$ cat src/rtl/shmb_pkg.sv
`timescale 1ns / 1ps
`default_nettype none
package shmb_pkg;
    localparam int MAX_SPANS   = 7;
    localparam int STORE_DEPTH = 4 * MAX_SPANS;
    localparam int IDX_W       = $clog2(STORE_DEPTH);
    localparam int CNT_W       = $clog2(MAX_SPANS + 1);
    localparam int DIV_STEPS   = 17;
    localparam logic [23:0] HEAT_MAX = 24'hFFFFFF;

    typedef struct packed {
        logic [15:0] span_offset;
        logic [15:0] span_length;
        logic [15:0] span_weight;
        logic        last_span;
    } t_span_req;

    typedef struct packed {
        logic [16:0] zone_start;
        logic [16:0] zone_length;
        logic [23:0] zone_heat;
        logic        no_zones;
        logic        spans_dropped;
        logic        last_zone;
    } t_zone_req;

    typedef struct packed {
        logic [15:0] off;
        logic [16:0] len;
        logic [16:0] wt;
    } t_store_ent;

    typedef enum logic [3:0] {
        S_IDLE, S_LDA, S_PAIR, S_BWAIT, S_ZINIT, S_SCAN, S_ZDONE, S_FIN
    } t_seq_state;

    typedef enum logic [2:0] {
        C_IDLE, C_W2, C_FF, C_NUM, C_DIV, C_DONE
    } t_calc_state;
endpackage
`default_nettype wire

$ cat src/rtl/shmb_boost_calc.sv
`timescale 1ns / 1ps
`default_nettype none
module shmb_boost_calc import shmb_pkg::*; (
    input  wire logic        i_clk,
    input  wire logic        i_rst_n,
    input  wire logic        i_start,
    input  wire logic [15:0] i_win,
    input  wire logic [15:0] i_f,
    input  wire logic [16:0] i_sum,
    output logic             o_done,
    output logic [16:0]      o_boost
);
    t_calc_state r_cst, n_cst;
    logic [15:0] r_win, r_f;
    logic [16:0] r_sum, r_q;
    logic [31:0] r_w2, r_ff;
    logic [48:0] r_rem, r_dsh;
    logic [4:0]  r_k;
    logic [31:0] mul_a;
    logic [16:0] mul_b;
    logic [48:0] prod;
    logic        ge;

    // one shared multiplier: win^2, f^2, then sum*f^2
    always_comb begin
        unique case (r_cst)
            C_W2:    begin mul_a = {16'b0, r_win}; mul_b = {1'b0, r_win}; end
            C_FF:    begin mul_a = {16'b0, r_f};   mul_b = {1'b0, r_f};   end
            C_NUM:   begin mul_a = r_ff;           mul_b = r_sum;         end
            default: begin mul_a = '0;             mul_b = '0;            end
        endcase
    end
    assign prod = 49'(mul_a) * 49'(mul_b);
    assign ge   = r_rem >= r_dsh;

    always_comb begin
        n_cst = r_cst;
        unique case (r_cst)
            C_IDLE:  if (i_start) n_cst = C_W2;
            C_W2:    n_cst = C_FF;
            C_FF:    n_cst = C_NUM;
            C_NUM:   n_cst = C_DIV;
            C_DIV:   if (r_k == 5'(DIV_STEPS - 1)) n_cst = C_DONE;
            C_DONE:  n_cst = C_IDLE;
            default: n_cst = C_IDLE;
        endcase
    end

    always_ff @(posedge i_clk) begin
        if (!i_rst_n) r_cst <= C_IDLE;
        else          r_cst <= n_cst;
    end

    always_ff @(posedge i_clk) begin
        unique case (r_cst)
            C_IDLE: begin
                r_win <= i_win;
                r_f   <= i_f;
                r_sum <= i_sum;
            end
            C_W2: r_w2 <= prod[31:0];
            C_FF: r_ff <= prod[31:0];
            C_NUM: begin
                r_rem <= prod;
                r_dsh <= {1'b0, r_w2, 16'b0};
                r_q   <= '0;
                r_k   <= '0;
            end
            C_DIV: begin
                r_q   <= {r_q[15:0], ge};
                r_rem <= ge ? r_rem - r_dsh : r_rem;
                r_dsh <= r_dsh >> 1;
                r_k   <= r_k + 5'd1;
            end
            default: ;
        endcase
    end

    assign o_done  = r_cst == C_DONE;
    assign o_boost = r_q;
endmodule
`default_nettype wire

$ cat config.mk
export PLATFORM = sky130hd
export DESIGN_NAME = shmb_boost_calc
export DESIGN_NICKNAME = d
export VERILOG_FILES = /design/src/rtl/shmb_pkg.sv /design/src/rtl/shmb_boost_calc.sv
export SDC_FILE = /design/constraint.sdc
export NUM_CORES = 2
export LEC_CHECK = 0
export ABC_AREA = 1
export BUFFER_PORTS_ARGS = -buffer_cell sky130_fd_sc_hd__buf_2
export CAP_MARGIN = 20
export CORE_ASPECT_RATIO = 0.5
export CORE_MARGIN = 5
export CORE_UTILIZATION = 60
export CTS_BUF_LIST = sky130_fd_sc_hd__clkbuf_4
export DETAILED_ROUTE_END_ITERATION = 8
export PLACE_DENSITY = 0.8
export SYNTH_ARGS = -nofsm -noshare
export SYNTH_HDL_FRONTEND = slang
export SYNTH_SLANG_ARGS = --single-unit
$ cat constraint.sdc
create_clock -name i_clk -period 6.2 [get_ports i_clk]
set_input_delay 1.24 -clock i_clk [delete_from_list [all_inputs] [get_ports i_clk]]
set_output_delay 1.24 -clock i_clk [all_outputs]
set_load 0.02 [all_outputs]
After elaboration in Yosys (flattened, before gate mapping)
Index checks and enable logic that the tools add are counted.

cells by class
  $lt $le $gt $ge = 1
  equal/unequal tests = 9
  reductions and logical operators = 4
  add/subtract/negate cells = 2
  multiply operators = 1
  multiplexer cells = 10

operators with widths
  cell                                                             number
  49-bit one-hot mux with 2 select lines                           2
  32-bit one-hot mux with 3 select lines                           1
  17-bit one-hot mux with 3 select lines                           1
  49-bit greater-or-equal comparator                               1
  32-bit by 17-bit multiplier with 49-bit output                   1
  49-bit 2-to-1 mux                                                1
  49-bit subtractor                                                1
  17-bit one-hot mux with 2 select lines                           1
  3-bit one-hot mux with 5 select lines                            1
  5-bit one-hot mux with 2 select lines                            1
  3-bit by 2-bit == test with 1-bit output, second input constant  2
  3-bit == test, second input constant                             2
  3-bit 2-to-1 mux                                                 2
  2-bit != test, second input constant                             3
  5-bit by 1-bit adder with 5-bit output, second input constant    1
  5-bit == test, second input constant                             1
  2-bit AND reduction                                              2
  3-bit by 1-bit == test with 1-bit output, second input constant  1
  3-bit zero test                                                  1
  2-bit nonzero test                                               1

word-level totals
  logic and storage cells = 37
  input port bits = 52
  register bits after elaboration = 236

Logic depth before layout (Yosys ltp)
  word-level depth = 4
  mapped depth = 35
  gate-level depth less buffers = 33

Worst setup path after synthesis
Ideal clock, no wire load.

  kind = register to register
  start = register r_cst[2]
  end = register r_ff[30] (data pin)
  clock period less this slack = 6.268 ns
  path buffers = 3
  data required time = 5.942 ns
  arrival = 6.011 ns
  path slack = -0.068 ns
  cell stages (with the launch flop) = 29
  cells stage by stage = dfxtp_1 -> buf_2 -> nor3_4 -> buf_6 -> a22o_1 -> inv_2 -> nand2_4 -> buf_4 -> nand2_1 -> fa_1 -> fa_1 -> fa_1 -> fa_1 -> inv_1 -> fa_1 -> inv_1 -> fa_1 -> inv_1 -> ha_1 -> nand2_1 -> inv_1 -> nand2_1 -> nand2_1 -> inv_1 -> nand3_1 -> nand2_1 -> nand3_1 -> or2_2 -> and2_1

between the ends
  longest elaborated chain between the ends = 3
  elaborated cells between the ends (all ways) = 6
  those cells by class = mul: 1; eq/ne: 3; mux: 2

RTL lines
  element                                                                                               line                   source
  from (decl)                                                                                           shmb_boost_calc.sv:13  t_calc_state r_cst, n_cst;
  from (signal assigned)                                                                                shmb_boost_calc.sv:51  else r_cst <= n_cst;
  3-bit by 2-bit == test with 1-bit output or 3-bit by 1-bit == test with 1-bit output (tied branches)  shmb_boost_calc.sv:26  unique case (r_cst)
  32-bit one-hot mux with 3 select lines or 17-bit one-hot mux with 3 select lines (tied branches)      shmb_boost_calc.sv:26
  32-bit by 17-bit multiplier with 49-bit output (*)                                                    shmb_boost_calc.sv:33  assign prod = 49'(mul_a) * 49'(mul_b);
  via prod[30]                                                                                          shmb_boost_calc.sv:21  logic [48:0] prod;
  to (signal assigned)                                                                                  shmb_boost_calc.sv:62  C_FF: r_ff <= prod[31:0];
  to (decl)                                                                                             shmb_boost_calc.sv:16  logic [31:0] r_w2, r_ff;

Mark *: on every way through the listed nets, which the timed path passes. The rest lies on a longest branch.
A chain may end at the register's enable or synchronous reset.

Worst setup path in the final report
  start = register r_cst[0]
  end = register r_rem[33] (data pin)

between the ends
  longest elaborated chain between the ends = 4
  elaborated cells between the ends (all ways) = 8
  those cells by class = mul: 1; eq/ne: 4; mux: 3

RTL lines
  element                                                                                           line                                          source
  3-bit by 2-bit == test with 1-bit output (tied with other cells)                                  shmb_boost_calc.sv:26, shmb_boost_calc.sv:55
  32-bit one-hot mux with 3 select lines or 17-bit one-hot mux with 3 select lines (tied branches)  shmb_boost_calc.sv:26
  32-bit by 17-bit multiplier with 49-bit output                                                    shmb_boost_calc.sv:33
  49-bit one-hot mux with 2 select lines (*)                                                        shmb_boost_calc.sv:55                         unique case (r_cst)
  to (signal assigned)                                                                              shmb_boost_calc.sv:64                         r_rem <= prod;
  to (signal assigned)                                                                              shmb_boost_calc.sv:71                         r_rem <= ge ? r_rem - r_dsh : r_rem;
  to (decl)                                                                                         shmb_boost_calc.sv:17                         logic [48:0] r_rem, r_dsh;

Mark *: on every way between the ends. The rest lies on a longest branch, timed or not.

==> flow_summary.rst <==
.. list-table::
   :header-rows: 1

   * - Metric
     - Value
   * - Result of the run
     - complete, but fails checks
   * - Failing checks
     - DRC, setup timing
   * - Routed wire per std cell
     - 21.6 µm
   * - Power density cells
     - ~250 nW/µm²
   * - Vias in the first global route
     - just over 30000
   * - Fraction of layout cells with a size suffix above 1
     - 22.5%
   * - Worst-Skew Late Latency
     - 0.79 ns
   * - Crit Reg-Reg Startpoint
     - r_cst[0]$_SDFFE_PN0P_
   * - First-pass GRT wire length
     - 175000 µm
   * - Pin slew with the least headroom to its limit
     - between 1 and 1.5 ns
   * - CTS Buffer Depth
     - 3
   * - Most common library cell in the layout ignoring fill and taps
     - nand2_1
   * - Maximum number of pins on one net before global-route repair
     - 96
   * - Footprint of the multi-input gates
     - 22000 µm²
   * - Syn_nets
     - between 4000 and 5000
   * - Placed instance count
     - 5296
   * - Crit share post-route
     - 112%
   * - Combined area of all synthesized cells
     - between 30000 and 40000 µm²
   * - Clock transition time at the flip-flop clock pins of the worst setup and hold paths
     - 0.08 ns
   * - Peak fanout along the critical path
     - 15
   * - Sequential cell area
     - 7040 µm²
   * - Number of top-level design ports
     - 70
   * - Number of synthesized register bits
     - 235
   * - Number of nets in the final layout
     - 5438
   * - Launching element of the worst setup path
     - r_cst[0]$_SDFFE_PN0P_
   * - Row cnt
     - 60
   * - Count of final setup violators
     - 80
   * - Final HPWL from detailed placement
     - 85300 µm
   * - Leakage power
     - 22.0 nW
   * - Reg2reg end
     - r_rem[33]$_DFFE_PP_
   * - Worst-path cell with the longest stage delay
     - fa_2
   * - Count of mapped cells out of synthesis
     - 4281
   * - X dimension of the die
     - 339 µm
   * - Area inside the core boundary
     - approximately 54000 µm²
   * - Sort of element at the start of the critical path
     - flip-flop
   * - Detailed-route via count
     - 31000
   * - Final Skew
     - 0.0909 ns
   * - Dominant register cell in the synthesized netlist
     - edfxtp_1
   * - Critical Path Most Common Cell
     - buf_4
   * - H-tree lvl count
     - 2
   * - Total routing resource utilization after global routing
     - approximately 39%
   * - Clock period minus final worst setup slack
     - 6.92 ns
   * - Min setup slack post-route
     - -0.721 ns
   * - Final weighted congestion in routability-driven placement
     - 1.05
   * - EDFF count, synth
     - about 230
   * - Fraction of registers with async set/reset
     - 0%
   * - Fillcell total
     - 3633
   * - RSZ-0062 raised after global routing
     - yes
   * - Maximum single-stage delay on the critical path
     - 0.61 ns
   * - Router iterations before antenna repair
     - 9
   * - Routed vias/inst
     - 5.62
   * - Seq/Total Area, Yosys
     - 21.7%
   * - P&R area growth vs syn
     - 24.2%
   * - Number of buffers inserted during clock tree synthesis
     - 57
   * - Post-Route Setup TNS
     - -36.16 ns
   * - Worst slew margin relative to its limit
     - a little under a third
   * - Fmax
     - 0.144 GHz
   * - DRC
     - a little under 60
   * - Max-cap viol count
     - 0
   * - Die Area
     - ~59000 µm²
   * - Syn avg cell area
     - 7.56 µm²
   * - PnR Total Power
     - 0.00989 W
   * - Hold Slack
     - approximately 0.5 ns
   * - CTS Root Buffer Type
     - clkbuf_4
   * - Cell Count, Final, Fillers Out
     - approximately 5500
   * - Data arrival at the endpoint of the critical path
     - 7.38 ns
   * - Vertical die dimension
     - 174 µm
   * - Worst endpoint required time
     - about 6.7 ns
   * - Min-delay worst type
     - reg2reg
   * - Final wirelength
     - ~120000 µm
   * - Ys Warns
     - 0
   * - First DRT Iteration DRCs
     - ~4100
   * - CTS sink count
     - 235
   * - Routed Antenna Nets
     - 0
   * - Flop-to-flop setup slack
     - -0.72 ns
   * - Yosys cell types
     - 38
   * - End point of the critical path
     - r_rem[33]$_DFFE_PP_
   * - Highest ir drop seen on vdd
     - 0.206 mV
   * - Leading cell types in the layout, fill and taps excluded
     - 1286 x nand2_1, 1130 x inv_1, 411 x fa_1, 341 x buf_4, 232 x edfxtp_1
   * - Placed cell area
     - 36000 µm²
   * - Endpoints failing hold
     - 0
   * - Critical setup path kind
     - reg2reg
   * - Antenna violations before repair
     - 6
   * - Total count of max-transition violations in the final report
     - 0
   * - Area of all placed cells without fillers
     - roughly 40000 µm²
   * - Total grt overflow
     - 0
   * - Endpoint class of the critical path
     - flip-flop
   * - Depth of the worst register-to-register path
     - 31
   * - PortBufs
     - 69
   * - Initial standard-cell utilization of the core
     - 60.4%
   * - TritonCTS clock tree
     - done
==> report_power, final <==
group / switching (W) / total (W) / internal (W)
registers: 0.0000941 / 0.00225 / 0.00215
logic: 0.00374 / 0.00630 / 0.00257
clock network: 0.000703 / 0.00134 / 0.000642
total: 0.00453 / 0.00989 / 0.00536
==> how the worst min path moves through the flow <==
| stage | start | end | slack [ns] | cells after the start |
|---|---|---|---|---|
| 4_1_cts | r_w2[5]$_DFFE_PN_ | r_dsh[21]$_DFFE_PN_ | 0.49 | 2 |
| 2_1_floorplan | r_w2[0]$_DFFE_PN_ | r_dsh[16]$_DFFE_PN_ | 0.50 | 2 |
| 6_report | r_w2[12]$_DFFE_PN_ | r_dsh[28]$_DFFE_PN_ | 0.50 | 2 |
| 3_5_place_dp | r_w2[1]$_DFFE_PN_ | r_dsh[17]$_DFFE_PN_ | 0.51 | 2 |
| 3_3_place_gp | r_w2[13]$_DFFE_PN_ | r_dsh[29]$_DFFE_PN_ | 0.50 | 2 |
| 5_1_grt | r_w2[9]$_DFFE_PN_ | r_dsh[25]$_DFFE_PN_ | 0.55 | 2 |
==> routing by layer <==
layer / track usage [%] / vias to the layer above / routed length (µm)
met5: 0 / - / 22
met4: 19.8 / 4 / 9480
met3: 11.3 / 711 / 17100
met2: 60.6 / 2290 / 51200
met1: 49.0 / 14600 / 41200
li1: - / 13400 / -
==> per-stage QoR <==
step	setup slack, ns	util [%]
2_1_floorplan	0.00933	-
3_3_place_gp	-0.921	67.2
3_5_place_dp	-1.02	67.2
4_1_cts	-0.315	73.5
5_1_grt	-0.815	75.0
6_report	-0.721	75.0
==> synth_stat cells (14+ instances only) <==
library cell  count  share of area, %
ha_1            173               6.7
o21ai_0          58              0.90
inv_1          1193                14
buf_4            38              0.88
nand2_4          14              0.49
nor2_1          231               2.7
nand4_1          18              0.35
nor3_1           15              0.23
xor2_1           23              0.62
xnor2_1          20              0.54
a21oi_1          78               1.2
clkbuf_1         14              0.16
inv_2            37              0.43
a22o_1           15              0.41
edfxtp_1        232                22
nand3_1         142               2.2
nand2_1        1407                16
fa_1            450                28
buf_2            45              0.70
==> final cells by class <==
class / instances / share of cell area, %
Multi-Input combinational cell: 2708 / 54.6
Sequential cell: 235 / 17.5
Timing Repair Buffer: 531 / 12.2
Inverter: 1230 / 11.7
Tap cell: 713 / 2.22
Clock buffer: 74 / 1.38
Clock inverter: 22 / 0.370
Antenna cell: 4 / 0.0249
==> cell families (layout without fill, tap and decap cells) <==
logic type,Yosys count,in the layout,synth area share [%]
AND/OR/NAND/NOR,1875,1878,23.4
other,0,4,0
XOR/XNOR,43,43,1.16
flip-flops,235,235,21.7
AO/OA/AOI/OAI,164,164,2.83
buffers and inverters,1341,1857,16.4
adder cells (fa/ha/maj),623,623,34.5
==> flip-flops by register name, indices dropped and copies added, names as in the netlist <==
signal / cells
r_rem: 49
r_cst: 3
r_dsh: 48
o_boost: 17
r_sum: 17
r_win: 16
r_f: 16
r_w2: 32
r_ff: 32
r_k: 5
==> critical path: cells and delay by family (launching register included) <==
family	cells	cell delay, ns
fa+ha+maj	7	3.41
buf+inv	14	1.76
simple gates	8	0.91
flops	1	0.37
compound gates	2	0.20
==> what timing repair did <==
item | 4_1_cts | 5_1_grt
pin swaps | 141 | 96
hold buffers | 0 | 0
cloned | 11 | 3
buffers inserted | 72 | 36
gates resized for setup | 442 | 154
setup endpoints to repair | 85 | 86
(Power assumes the default switching activity.)
